$ cat src/rtl/fractal_range_domain_match_core_defines.svh
// assertion helpers shared by the match core modules
`ifndef FRACTAL_RANGE_DOMAIN_MATCH_CORE_DEFINES_SVH
`define FRACTAL_RANGE_DOMAIN_MATCH_CORE_DEFINES_SVH

// same-cycle implication, checked outside reset
`define FRDM_ASSERT_NOW(name, ante, cons, msg) \
    name: assert property (@(posedge clk) disable iff (!rst_n) (ante) |-> (cons)) \
        else $error(msg);

// next-cycle implication, checked outside reset
`define FRDM_ASSERT_NEXT(name, ante, cons, msg) \
    name: assert property (@(posedge clk) disable iff (!rst_n) (ante) |=> (cons)) \
        else $error(msg);

`endif

$ cat src/rtl/frdm_fifo.sv
`include "fractal_range_domain_match_core_defines.svh"

module frdm_fifo #(
    parameter int DATA_W = 8,
    parameter int DEPTH  = 4
) (
    input  logic              clk,
    input  logic              rst_n,
    input  logic              push,
    input  logic [DATA_W-1:0] din,
    input  logic              pop,
    output logic [DATA_W-1:0] dout,
    output logic              full,
    output logic              empty
);

    localparam int AW = (DEPTH > 1) ? $clog2(DEPTH) : 1;
    localparam int CW = $clog2(DEPTH + 1);

    logic [DATA_W-1:0] mem_reg [DEPTH];
    logic [AW-1:0]     wr_ptr_reg, wr_ptr_next;
    logic [AW-1:0]     rd_ptr_reg, rd_ptr_next;
    logic [CW-1:0]     count_reg, count_next;

    assign full  = (count_reg == CW'(DEPTH));
    assign empty = (count_reg == '0);
    assign dout  = mem_reg[rd_ptr_reg];

    // pointer and fill count update
    always_comb
    begin
        wr_ptr_next = wr_ptr_reg;
        rd_ptr_next = rd_ptr_reg;
        count_next  = count_reg;
        if (push)
        begin
            wr_ptr_next = (wr_ptr_reg == AW'(DEPTH - 1)) ? '0 : wr_ptr_reg + 1'b1;
        end
        if (pop)
        begin
            rd_ptr_next = (rd_ptr_reg == AW'(DEPTH - 1)) ? '0 : rd_ptr_reg + 1'b1;
        end
        if (push && !pop)
        begin
            count_next = count_reg + 1'b1;
        end
        else if (pop && !push)
        begin
            count_next = count_reg - 1'b1;
        end
    end

    always_ff @(posedge clk or negedge rst_n)
    begin
        if (!rst_n)
        begin
            wr_ptr_reg <= '0;
            rd_ptr_reg <= '0;
            count_reg  <= '0;
        end
        else
        begin
            wr_ptr_reg <= wr_ptr_next;
            rd_ptr_reg <= rd_ptr_next;
            count_reg  <= count_next;
        end
    end

    // storage
    always_ff @(posedge clk)
    begin
        if (push)
        begin
            mem_reg[wr_ptr_reg] <= din;
        end
    end

    `FRDM_ASSERT_NOW(a_fifo_no_overflow, push, !full, "candidate queue overflow")
    `FRDM_ASSERT_NOW(a_fifo_no_underflow, pop, !empty, "candidate queue underflow")
    `FRDM_ASSERT_NEXT(a_fifo_count_up, push && !pop, count_reg == $past(count_reg) + 1'b1,
        "queue count did not advance on push")

endmodule

$ cat config.mk
export PLATFORM = sky130hd
export DESIGN_NAME = frdm_fifo
export DESIGN_NICKNAME = d
export VERILOG_FILES = /design/src/rtl/frdm_fifo.sv
export VERILOG_INCLUDE_DIRS = /design/src /design/src/rtl
export SDC_FILE = /design/constraint.sdc
export NUM_CORES = 1
export LEC_CHECK = 0
export BUFFER_PORTS_ARGS = -buffer_cell sky130_fd_sc_hd__buf_2
export CORE_AREA = 2 2 60 62
export DETAILED_ROUTE_END_ITERATION = 8
export DIE_AREA = 0 0 62 64
export PLACE_DENSITY = 0.75
export SYNTH_ARGS = -nofsm -noshare
export SYNTH_HDL_FRONTEND = slang
export SYNTH_SLANG_ARGS = --single-unit
$ cat constraint.sdc
create_clock -name clk -period 2.77 [get_ports clk]
set_clock_uncertainty 0.05 [all_clocks]
set_input_delay 0.277 -clock clk [delete_from_list [all_inputs] [get_ports clk]]
set_output_delay 0.277 -clock clk [all_outputs]
set_load 0.005 [all_outputs]
==> run summary <==
status -> finished, final reports clean
clock tree buffer depth -> 2
synthesized cell area -> 0.00157 mm^2
fin nets -> 125
Yosys top cell by area -> edfxtp_1
RSZ-0062 raised after global routing -> false
DP Worst Slack -> 986 ps
switching power -> 0.464 mW
Vias/cell -> 4.92
Num CTS Buffers -> 5
number of flip-flops under the largest register name -> 32
yosys warns -> 0
first-pass iteration count of the detailed router -> 4
shortest period the worst path allows -> 2120 ps
Slew headroom -> 60.7%
Cells after Synth -> 79
Avg Cell Area, Syn -> 19.9 um^2
synth top area cells -> edfxtp_1, mux4_2, dfrtp_1, ha_1, mux2_2
WL per Instance -> 15.3 um
CP startpoint kind -> flop
Final Hold Viols -> 0
GRT Total Usage -> 13.9%
Antenna diodes -> 0
CTS root buffer -> clkbuf_4
htree depth -> 2
Comb pwr share -> 27.6%
EDFF count, synth -> 32
wirelength, routed -> 2.34 mm
global-route wire length before repair -> 3.72 mm
Leak Pwr -> 0.664 nW
CP endpoint kind -> primary output
chip width -> 62 um
Via Count -> 752
Port Buffers -> 21
post-route worst setup slack -> 653 ps
Worst-Margin Slew -> 590 ps
sw frac -> 29.2%
register area share after synthesis -> 72.4%
CTS tree -> done
setup TNS -> 0 ps
Clk Latency, worst-skew pair -> 340 ps
Antenna Nets Post-Route -> 0
gr ovfl total -> 0
Worst EP arrival -> 1790 ps
die area -> 0.00397 mm^2
critical path fanouts, max -> 11
post-CTS setup buffers -> 0
core area -> 0.00328 mm^2
largest net degree at the start of global routing -> 12
Initial Utilization -> 47.8%
Pint -> 1.13 mW
asr flop ratio synth -> 17.9%
Tcrit/Tclk final -> 76.4%
gpl congestion -> 0.763
ys flop type -> edfxtp_1
Reg power frac -> 56.1%
most common cell in the netlist -> edfxtp_1
maximum VDD drop -> 370 uV
antenna violations before repair -> 0
Die Y-Extent -> 64 um
Area growth, synth to finish -> 13.1%
layout cells sized above 1 -> 34.6%
max_cap viols -> 0
Max Fclk -> 472 MHz
Final setup viols -> 0
Crit Path Class -> flop to primary output
worst hold path class -> input pin to flop
# IOs -> 22
top cell type's share of synthesized area -> 61.2%
Num Clock Sinks -> 39
WP data required -> 2440 ps
Clk pwr share -> 16.3%
clock slew at reported path FFs -> 110 ps
top cells by count, synth -> edfxtp_1, mux4_2, dfrtp_1
vias in the first global route -> 821
1st-iter DRT viols -> 7
Power Dens Cells -> 895 mW/mm^2
Synthesized Nets -> 98
synth unique cells -> 18
synthesized flop and latch total -> 39
DRC Markers -> 0
num rows -> 21
Final Total Pwr -> 1.59 mW
Slew Limit Fails -> 0
Final Core Density -> 54.1%
-- layer usage --
layer | share of wire (%) | global-route usage (%) | vias to the layer above
li1 | - | - | 353
met1 | 38 | 15.3 | 378
met2 | 55 | 22.3 | 16
met3 | 4.5 | 6.07 | 5
met4 | 2.1 | 6.91 | 0
met5 | 0 | 0 | -
-- stage by stage --
step	cells	hold WS [ps]	instance area, um^2
after global placement	144	71.8	1720
after detailed placement	144	75.2	1720
after floorplan	79	-68.6	1570
after global routing	153	83.1	1780
final	153	106	1780
after CTS	153	83.7	1780
-- path summary, 6_finish.rpt --
kind,slack [ps],start,endpoint,cells after the start
setup / recovery,650,rd_ptr_reg[0],dout[0],2
hold / removal,110,din[1],mem_reg[3][1],1
setup reg to reg,1280,rd_ptr_reg[0],rd_ptr_reg[1],2
hold reg to reg,440,count_reg[2],count_reg[2],1
max in group asynchronous,2250,rst_n,wr_ptr_reg[1],2
min in group asynchronous,240,rst_n,rd_ptr_reg[1],2
-- layout by cell type, fill, tap and decap left out, drive strengths merged, types with 3 or more instances in the layout --
| master | Yosys | layout |
|---|---|---|
| inv | 5 | 5 |
| buf | 2 | 21 |
| edfxtp | 32 | 32 |
| clkbuf | 0 | 6 |
| mux2 | 3 | 3 |
| mux4 | 8 | 8 |
| ha | 6 | 6 |
| dfrtp | 7 | 7 |
| and2 | 4 | 4 |
-- power by group through the flow --
| stage | registers (mW) | clock network [mW] | logic (mW) |
|---|---|---|---|
| after floorplan | 0.831 | 0 | 0.366 |
| final | 0.892 | 0.259 | 0.438 |
| after detailed placement | 0.910 | 0 | 0.446 |
| after global placement | 0.897 | 0 | 0.426 |
| after CTS | 0.897 | 0.272 | 0.450 |
| after global routing | 0.913 | 0.295 | 0.497 |
-- timing repair --
action | in CTS | in global routing
endpoints found under the hold margin | 7 | 0
gates resized for setup | 0 | 0
hold buffers | 1 | 0
-- area by class of cell --
class | instances | area [um^2]
Clock buffer | 6 | 41.3
Clock inverter | 2 | 7.51
Fill cell | 263 | 1510
Inverter | 5 | 18.8
Multi-Input combinational cell | 33 | 399
Sequential cell | 39 | 1140
Tap cell | 46 | 57.6
Timing Repair Buffer | 22 | 115
-- critical path, stage by stage (launching register included) --
cell     delay [ps]
dfrtp_1         730
mux4_2          580
buf_2           140
-- cells by family after synthesis --
logic type	count (synthesis)	synth area share, %
flip-flops	39	72.4
multiplexers	11	13.6
AND/OR/NAND/NOR	10	3.43
buffers and inverters	7	2.23
adder cells (fa/ha/maj)	7	6.06
XOR/XNOR	3	1.67
AO/OA/AOI/OAI	2	0.637
(Power assumes the default switching activity.)
