$ cat config.mk
export PLATFORM = sky130hd
export DESIGN_NAME = frdm_front
export DESIGN_NICKNAME = d
export VERILOG_FILES = /design/src/rtl/fractal_range_domain_match_core_defines.svh /design/src/rtl/frdm_pkg.sv /design/src/rtl/frdm_front.sv
export SDC_FILE = /design/constraint.sdc
export NUM_CORES = 1
export LEC_CHECK = 0
export BUFFER_PORTS_ARGS = -buffer_cell sky130_fd_sc_hd__buf_2
export CAP_MARGIN = 20
export CORE_ASPECT_RATIO = 1.5
export CORE_UTILIZATION = 49
export CTS_BUF_LIST = sky130_fd_sc_hd__clkbuf_16
export DETAILED_ROUTE_END_ITERATION = 16
export GPL_TIMING_DRIVEN = 0
export HOLD_SLACK_MARGIN = 0.06
export PLACE_DENSITY = 0.71
export SLEW_MARGIN = 30
export SYNTH_ARGS = -nofsm -noshare
export SYNTH_HDL_FRONTEND = slang
export SYNTH_SLANG_ARGS = --single-unit
export TNS_END_PERCENT = 50
$ cat constraint.sdc
create_clock -name clk -period 6.15 [get_ports clk]
set_input_delay 0.615 -clock clk [delete_from_list [all_inputs] [get_ports clk]]
set_output_delay 0.615 -clock clk [all_outputs]
set_load 0.02 [all_outputs]
$ cat src/rtl/fractal_range_domain_match_core_defines.svh
// assertion helpers shared by the match core modules
`ifndef FRACTAL_RANGE_DOMAIN_MATCH_CORE_DEFINES_SVH
`define FRACTAL_RANGE_DOMAIN_MATCH_CORE_DEFINES_SVH

// same-cycle implication, checked outside reset
`define FRDM_ASSERT_NOW(name, ante, cons, msg) \
    name: assert property (@(posedge clk) disable iff (!rst_n) (ante) |-> (cons)) \
        else $error(msg);

// next-cycle implication, checked outside reset
`define FRDM_ASSERT_NEXT(name, ante, cons, msg) \
    name: assert property (@(posedge clk) disable iff (!rst_n) (ante) |=> (cons)) \
        else $error(msg);

`endif

$ cat src/rtl/frdm_pkg.sv
package frdm_pkg;

    localparam int RANGE_W  = 8;
    localparam int DOMAIN_W = 12;
    localparam int COORD_W  = 16;
    localparam int ANGLE_W  = 2;
    localparam int FIT_W    = 24;
    localparam int ERR_W    = 32;

    // metadata of one closed candidate
    typedef struct packed {
        logic               search;
        logic [ANGLE_W-1:0] angle;
        logic               direction;
        logic [COORD_W-1:0] y;
        logic [COORD_W-1:0] x;
    } cand_meta_t;

    localparam int META_W = $bits(cand_meta_t);

endpackage

$ cat src/rtl/frdm_front.sv
module frdm_front import frdm_pkg::*; #(
    parameter int MAX_PIX = 256,
    parameter int CNT_W   = $clog2(MAX_PIX + 1),
    parameter int SD_W    = CNT_W + 12,
    parameter int SR_W    = CNT_W + 8,
    parameter int SDD_W   = CNT_W + 24,
    parameter int SRR_W   = CNT_W + 16,
    parameter int SDR_W   = CNT_W + 20
) (
    input  logic                clk,
    input  logic                rst_n,
    input  logic                in_valid,
    output logic                in_ready,
    input  logic [RANGE_W-1:0]  range_pixel,
    input  logic [DOMAIN_W-1:0] domain_pixel,
    input  logic [COORD_W-1:0]  domain_x,
    input  logic [COORD_W-1:0]  domain_y,
    input  logic                direction,
    input  logic [ANGLE_W-1:0]  angle,
    input  logic                block_last,
    input  logic                search_last,
    input  logic                queue_full,
    output logic                push,
    output cand_meta_t          push_meta,
    output logic [CNT_W-1:0]    push_n,
    output logic [SD_W-1:0]     push_sd,
    output logic [SR_W-1:0]     push_sr,
    output logic [SDD_W-1:0]    push_sdd,
    output logic [SRR_W-1:0]    push_srr,
    output logic [SDR_W-1:0]    push_sdr
);

    logic [CNT_W-1:0] cnt_reg, cnt_next;
    logic [SD_W-1:0]  sd_reg, sd_next;
    logic [SR_W-1:0]  sr_reg, sr_next;
    logic [SDD_W-1:0] sdd_reg, sdd_next;
    logic [SRR_W-1:0] srr_reg, srr_next;
    logic [SDR_W-1:0] sdr_reg, sdr_next;

    logic             accept;
    logic             room;
    logic             close;

    assign in_ready = !queue_full;
    assign accept   = in_valid && in_ready;
    assign room     = (cnt_reg < CNT_W'(MAX_PIX));
    assign close    = block_last || search_last;
    assign push     = accept && close;

    // sums including the current word while the block has room
    always_comb
    begin
        push_n   = cnt_reg;
        push_sd  = sd_reg;
        push_sr  = sr_reg;
        push_sdd = sdd_reg;
        push_srr = srr_reg;
        push_sdr = sdr_reg;
        if (room)
        begin
            push_n   = cnt_reg + 1'b1;
            push_sd  = sd_reg + SD_W'(domain_pixel);
            push_sr  = sr_reg + SR_W'(range_pixel);
            push_sdd = sdd_reg + SDD_W'(domain_pixel * domain_pixel);
            push_srr = srr_reg + SRR_W'(range_pixel * range_pixel);
            push_sdr = sdr_reg + SDR_W'(domain_pixel * DOMAIN_W'(range_pixel));
        end
    end

    always_comb
    begin
        push_meta.x         = domain_x;
        push_meta.y         = domain_y;
        push_meta.direction = direction;
        push_meta.angle     = angle;
        push_meta.search    = search_last;
    end

    // accumulators clear when a candidate closes
    always_comb
    begin
        cnt_next = cnt_reg;
        sd_next  = sd_reg;
        sr_next  = sr_reg;
        sdd_next = sdd_reg;
        srr_next = srr_reg;
        sdr_next = sdr_reg;
        if (accept)
        begin
            if (close)
            begin
                cnt_next = '0;
                sd_next  = '0;
                sr_next  = '0;
                sdd_next = '0;
                srr_next = '0;
                sdr_next = '0;
            end
            else
            begin
                cnt_next = push_n;
                sd_next  = push_sd;
                sr_next  = push_sr;
                sdd_next = push_sdd;
                srr_next = push_srr;
                sdr_next = push_sdr;
            end
        end
    end

    always_ff @(posedge clk or negedge rst_n)
    begin
        if (!rst_n)
        begin
            cnt_reg <= '0;
            sd_reg  <= '0;
            sr_reg  <= '0;
            sdd_reg <= '0;
            srr_reg <= '0;
            sdr_reg <= '0;
        end
        else
        begin
            cnt_reg <= cnt_next;
            sd_reg  <= sd_next;
            sr_reg  <= sr_next;
            sdd_reg <= sdd_next;
            srr_reg <= srr_next;
            sdr_reg <= sdr_next;
        end
    end

endmodule

==> impl_metrics.py, run 1 <==
metrics = {
    "detailed_routing": {
        "drtPass1Iterations": 6,
        "vias_per_cell": 5.64,
        "drtIter0Drc": 1197,
        "avgRoutedWirePerCell_um": 20.0,
        "num_vias": 16900,
        "drc": 0,
        "routed_wl_um": 60100,
        "ant_nets": 0,
    },
    "power_and_ir_drop": {
        "power.density_nw_per_um2": 631,
        "switching_share": 0.539,
        "combPwrFrac": 0.850,
        "p_leak_nw": 12.0,
        "irDropWorstVdd_mv": 0.718,
        "p_seq_frac": 0.077,
        "p_sw_mw": 7.92,
        "power_mw": 14.7,
        "internal_power_mw": 6.77,
        "clkPwrFrac": 0.073,
    },
    "floorplan": {
        "num_io_pins": 233,
        "dieArea_um2": 39300,
        "die_w_um": 162,
        "initial_core_util": 0.499,
        "die_y_um": 242,
        "core_um2": 37800,
        "num_rows": 87,
    },
    "cells_and_area": {
        "register_area_um2": 3350,
        "area_delta_synth_final_pct": 23.7,
        "largest_reg_flops": 33,
        "multi_input_area_um2": 14300,
        "fin_area_um2": 23300,
        "layout.nets": 2957,
        "fill_cells": 3109,
        "drive_above_1_share": 0.226,
        "diodes": 0,
    },
    "synth": {
        "post-synth-top-area-cell": "fa_1",
        "synth-edff-count": 0,
        "ys_seq_area_frac": 0.178,
        "syn_inst": 2201,
        "synth_area_leaders": "fa_1, dfrtp_1, ha_1",
        "synthFlopType": "dfrtp_1",
        "yosys.area.top_type_share": 0.232,
        "yosys_warnings": 0,
        "synthesis.area_um2": 18800,
        "synthArstFlopShare": 1.00,
        "synth.avg_cell_area_um2": 8.56,
        "syn_nets": 2655,
        "ys_seq_elements": 134,
        "yosysUniqueCellTypes": 69,
    },
    "global_route": {
        "grt_pass1_wl_um": 93400,
        "grt_max_degree": 75,
        "overflow": 0,
        "grt_usage": 0.311,
        "antenna_found_initial": 2,
        "grt_pass1_vias": 17600,
    },
    "sta": {
        "fin_crit_sh": 1.05,
        "rsz0062_at_grt": "true",
        "finClkSkew_ns": 0.00952,
        "setup_viol": 17,
        "tightest_slew_ns": 0.992,
        "fin_crit_ns": 6.46,
        "worst_slack_ns": -0.308,
        "setup-tns-final_ns": -2.38,
        "finalMaxSlewViolations": 0,
        "max_slew_margin": 0.339,
        "hold_violations": 0,
        "max_freq_ghz": 0.155,
    },
    "clock_network": {
        "clkTransAtPathRegs_ns": 0.06,
        "cts_sinks": 134,
        "cts-htree-levels": 4,
        "numCtsBuffers": 17,
        "root_buffer": "clkbuf_16",
        "clock_latency_ns": 0.45,
        "clock_path_buffers": 2,
        "holdBufCountCts": 0,
        "cts_tree": "done",
    },
    "status": {
        "violations": "setup timing",
        "status": "finished with violations",
    },
    "place": {
        "dpl.hpwl_um": 44900,
        "place.gp.congestion": 0.940,
        "place.port_buffers": 197,
        "place_area_um2": 20600,
    },
    "worst_setup_path": {
        "critical_path_class": "in -> out",
        "critPathCaptureType": "output pin",
        "worstPathArrival_ns": 5.84,
        "reg2reg_from": "sdd_reg[10]",
        "crit_required_ns": 5.53,
        "critPathMaxFanout": 6,
        "crit_start": "domain_pixel[1]",
        "start_kind": "input port",
    },
    "flow_run": {
        "max_cap_violations": 0,
    },
    "hold_path": {
        "hold_class": "in -> async",
    },
}
metrics by stage:
step | instances | utilization | hold WS [ns] | worst slack [ns]
2_1_floorplan | 2201 | - | 0.319 | 0.00735
3_3_place_gp | 2887 | 0.544 | 0.488 | -1.38
3_5_place_dp | 2888 | 0.545 | 0.494 | -1.45
4_1_cts | 2985 | 0.603 | 0.167 | -0.308
5_1_grt | 3004 | 0.617 | 0.203 | -0.432
6_report | 3004 | 0.617 | 0.142 | -0.308
synth_stat cells (3+ instances only):
cell type and count:
or2_2 6, nor2b_1 22, clkbuf_1 83, and3_1 19
ha_1 175, a21oi_1 83, nand2_1 284, o31ai_1 14
a211oi_1 5, buf_2 3, or3_1 19, and2_1 109
o21bai_1 7, a21o_1 39, a31oi_1 8, a211o_1 8
nor2_1 50, nand4_1 13, xnor2_1 72, mux2_2 22
xor2_1 49, o211ai_1 4, o21a_1 10, buf_4 36
mux2i_1 4, inv_1 377, nand2b_1 12, o21ai_1 28
fa_1 218, nand3_1 24, o31a_1 3, buf_1 9
dfrtp_1 134, a22o_1 39, nor3_1 6, o21ai_0 162
a221oi_1 3
worst paths after layout:
check | to | slack (ns) | depth (start not counted)
min reg2reg | sdr_reg[7] | 0.51 | 1
min in group clk | sdr_reg[7] | 0.51 | 1
max reg2reg | sdd_reg[30] | 1.23 | 22
min | cnt_reg[5] | 0.14 | 1
max | push_sdd[26] | -0.31 | 23
max in group asynchronous | sdd_reg[17] | 5.22 | 2
routing by layer:
| layer | GRT usage | up-vias | share of wire | wire [um] |
|---|---|---|---|---|
| met3 | 0.0615 | 234 | 0.070 | 4180 |
| met5 | 0 | - | 0.00013 | 8 |
| met1 | 0.341 | 8315 | 0.36 | 21600 |
| li1 | - | 7655 | - | - |
| met2 | 0.528 | 723 | 0.49 | 29700 |
| met4 | 0.233 | 2 | 0.077 | 4620 |
worst max-delay path: stages:
cell and delay, ns:
buf_12 0.10, clkbuf_16 0.16, clkbuf_16 0.16, and2_4 0.14, fa_1 0.49, inv_2 0.04, fa_2 0.52, inv_1 0.05
fa_1 0.48, ha_4 0.29, inv_2 0.03, fa_1 0.49, inv_2 0.05, ha_4 0.17, or3_4 0.41, o221ai_4 0.25
o22ai_4 0.15, a21oi_4 0.33, o21ai_4 0.10, a31oi_4 0.36, nor2_4 0.09, xnor2_2 0.19, buf_4 0.17
power groups by stage:
| stage | clock, mW | sequential (mW) | combinational (mW) |
|---|---|---|---|
| detailed placement | 0 | 1.14 | 9.96 |
| CTS | 1.09 | 1.12 | 11.5 |
| finish | 1.08 | 1.13 | 12.5 |
| global placement | 0 | 1.13 | 9.77 |
| floorplan | 0 | 1.10 | 7.13 |
| global route | 1.12 | 1.15 | 13.6 |
cells by family (layout without fill, tap and decap cells):
kind of cell / after synthesis / after routing / share of synthesized area
adders and majority gates: 393 / 393 / 0.348
DFF: 134 / 134 / 0.178
muxes: 26 / 26 / 0.0153
xor gates and xnor gates: 121 / 121 / 0.0562
buffers and inverters: 508 / 822 / 0.109
and+or+nand+nor: 575 / 575 / 0.146
AOI/OAI and AO/OA: 444 / 444 / 0.149
placed cells by master (no fill, tap or decap), types with 23 or more instances in the layout:
master and instances:
inv_1 356, nand2_1 271, fa_1 208, buf_2 165, ha_1 153, o21ai_0 145
dfrtp_1 134, buf_4 123, and2_1 93, a21oi_1 68, xnor2_1 60, clkbuf_1 49
nor2_1 46, xor2_1 45, a21o_1 39, a22o_1 39, o21ai_1 37, clkbuf_16 32
inv_2 23, buf_6 23
timing repair:
action | in CTS | in global routing
resized for setup | 265 | 102
setup buffers | 67 | 20
setup endpoints to repair | 72 | 43
gates cloned | 1 | 0
pin swaps | 96 | 65
area by class of cell:
| cell class | count | share of cell area |
|---|---|---|
| sequential | 134 | 0.144 |
| clock buffer | 17 | 0.0183 |
| multi-input combinational | 1559 | 0.614 |
| timing repair buffer | 286 | 0.0859 |
| inverter | 377 | 0.0607 |
| buffer | 128 | 0.0439 |
| clock inverter | 14 | 0.00687 |
| tap | 489 | 0.0263 |
No activity file was read; power rests on OpenSTA's default activity.
==> run 2: changes to the inputs <==
Settings changed: ABC_AREA from default to 1, PLACE_DENSITY 0.71 to 0.7.
==> impl_metrics.py, run 2 <==
metrics = {
    "sta": {
        "rsz0062_at_grt": "true",
        "fin_crit_sh": 0.990,
        "hold_violations": 0,
        "finalMaxSlewViolations": 0,
        "tightest_slew_ns": 1.02,
        "max_slew_margin": 0.321,
        "setup-tns-final_ns": 0,
        "max_freq_ghz": 0.164,
        "setup_viol": 0,
        "holdWs_ns": 0.0638,
        "finClkSkew_ns": 0.0186,
        "fin_crit_ns": 6.09,
    },
    "detailed_routing": {
        "avgRoutedWirePerCell_um": 19.0,
        "routed_wl_um": 73000,
        "ant_nets": 0,
        "drc": 0,
        "vias_per_cell": 5.25,
        "drtIter0Drc": 1399,
        "num_vias": 20200,
        "drtPass1Iterations": 6,
    },
    "worst_setup_path": {
        "critPathCaptureType": "output pin",
        "rr_worst_depth": 20,
        "critPathMaxFanout": 8,
        "reg2reg_from": "sdr_reg[11]",
        "r2r_end": "sdr_reg[12]",
        "critical_path_class": "in -> out",
        "r2r_slack_ns": 1.75,
        "worstPathArrival_ns": 5.47,
        "start_kind": "input port",
        "crit_required_ns": 5.53,
    },
    "clock_network": {
        "cts_sinks": 134,
        "root_buffer": "clkbuf_16",
        "clock_path_buffers": 2,
        "clkTransAtPathRegs_ns": 0.08,
        "cts-htree-levels": 4,
        "cts_tree": "done",
        "clock_latency_ns": 0.47,
        "numCtsBuffers": 17,
        "holdBufCountCts": 0,
    },
    "global_route": {
        "grt_max_degree": 73,
        "grt_usage": 0.348,
        "overflow": 0,
        "grt_pass1_wl_um": 111000,
        "antenna_found_initial": 4,
        "grt_pass1_vias": 20300,
    },
    "cells_and_area": {
        "register_area_um2": 3350,
        "drive_above_1_share": 0.156,
        "area_delta_synth_final_pct": 16.3,
        "fin_area_um2": 24000,
        "multi_input_area_um2": 14500,
        "final_cell_mix": "nand2_1, inv_1, fa_1",
        "layoutNonFillerInstCount": 3840,
        "fill_cells": 3926,
        "layout.nets": 3722,
        "final_common_cell": "nand2_1",
        "largest_reg_flops": 33,
    },
    "floorplan": {
        "num_rows": 91,
        "die_y_um": 254,
        "num_io_pins": 233,
        "dieArea_um2": 43000,
        "die_w_um": 170,
        "core_um2": 41300,
        "initial_core_util": 0.500,
    },
    "synth": {
        "synthArstFlopShare": 1.00,
        "synth_area_leaders": "fa_1, nand2_1, dfrtp_1",
        "synthesis.area_um2": 20700,
        "yosys_warnings": 0,
        "ys_seq_area_frac": 0.162,
        "synthTopCellsByCount": "nand2_1, inv_1, fa_1",
        "synth-edff-count": 0,
        "yosysMostFrequentCell": "nand2_1",
        "syn_nets": 3485,
        "syn_inst": 3031,
        "synth.avg_cell_area_um2": 6.82,
        "synthFlopType": "dfrtp_1",
        "ys_seq_elements": 134,
        "post-synth-top-area-cell": "fa_1",
        "yosys.area.top_type_share": 0.211,
        "yosysUniqueCellTypes": 42,
    },
    "place": {
        "place_area_um2": 22400,
        "dpl.hpwl_um": 58000,
        "dpl.cell_count": 3787,
        "place.port_buffers": 197,
        "place.gp.congestion": 0.966,
    },
    "hold_path": {
        "hold_class": "in -> async",
    },
    "status": {
        "status": "finished, final reports clean",
    },
    "flow_run": {
        "max_cap_violations": 0,
    },
}
-- run 2: cell count changes after synthesis, sizes merged, moves of 28 or more --
cell / previous run / this run
nand2: 284 / 1044
buf: 48 / 81
o21ai: 191 / 122
xor2: 49 / 21
xnor2: 72 / 9
and2: 109 / 17
clkbuf: 83 / 47
inv: 377 / 689
a21o: 39 / 2
nor2: 50 / 121
nand3: 25 / 148
-- run 2: worst max-delay path, stage by stage --
cell and delay [ns]:
buf_6 0.13, clkbuf_16 0.17, buf_4 0.15, nand2_1 0.07, inv_1 0.07, fa_1 0.51, fa_1 0.46, fa_1 0.54
fa_1 0.53, inv_1 0.06, fa_1 0.53, inv_1 0.06, ha_4 0.33, nand2_4 0.09, nor2_4 0.18, nand3_1 0.11
nand3b_1 0.12, buf_6 0.14, nand2_2 0.06, nand3_1 0.08, nand3_2 0.09, and2_4 0.20, buf_4 0.15
-- run 2: cell families (layout without fill, tap and decap cells) --
| kind of cell | Yosys count | count (layout) | share of synthesized area |
|---|---|---|---|
| adder cells (fa/ha/maj) | 393 | 393 | 0.317 |
| flip-flops | 134 | 134 | 0.162 |
| other | 0 | 1 | 0 |
| multiplexers | 1 | 1 | 0.000545 |
| AO/OA/AOI/OAI | 230 | 230 | 0.0614 |
| XOR/XNOR | 30 | 30 | 0.0127 |
| AND/OR/NAND/NOR | 1426 | 1426 | 0.288 |
| buffers and inverters | 817 | 1067 | 0.158 |
-- run 2: per-stage QoR --
step / util / setup slack [ns]
floorplan: - / 0.256
global placement: 0.541 / -1.19
detailed placement: 0.542 / -1.24
CTS: 0.570 / 0.00164
global route: 0.581 / -0.0700
finish: 0.581 / 0.0640
-- run 2: layout make-up --
| cell class | count | share of cell area |
|---|---|---|
| clock buffer | 17 | 0.0177 |
| buffer | 121 | 0.0390 |
| multi-input combinational | 2080 | 0.603 |
| tap | 558 | 0.0291 |
| inverter | 689 | 0.108 |
| timing repair buffer | 225 | 0.0561 |
| antenna | 1 | 0.000104 |
| sequential | 134 | 0.140 |
| clock inverter | 15 | 0.00771 |
-- run 2: how the worst max path moves through the flow --
stage	from	to	slack, ns	cells after the start
after floorplan	domain_pixel[6]	push_sdd[22]	0.26	23
final	domain_pixel[5]	push_sdd[22]	0.06	23
after CTS	range_pixel[0]	push_sdr[21]	0.002	21
after global placement	domain_pixel[6]	push_sdd[22]	-1.19	24
after global routing	domain_pixel[9]	push_sdd[22]	-0.07	26
after detailed placement	domain_pixel[6]	push_sdd[22]	-1.24	24
-- run 2: timing repair --
| action | in CTS | in global routing |
|---|---|---|
| endpoints found under the setup margin | 69 | 50 |
| resized for setup | 129 | 116 |
| cloned | 0 | 2 |
| setup buffers | 6 | 19 |
| pin swaps | 13 | 42 |
-- run 2: metal layers --
layer	wire, um	share of wire	up-vias	global-route usage
met5	23	0.00032	-	0
met4	6740	0.092	4	0.293
met3	3870	0.053	289	0.0517
met2	36500	0.50	806	0.610
met1	25800	0.35	9561	0.367
li1	-	-	9494	-
Power of run 2 is not shown: default switching activity piles up to over one toggle a cycle in this logic, so the estimate is an artifact.
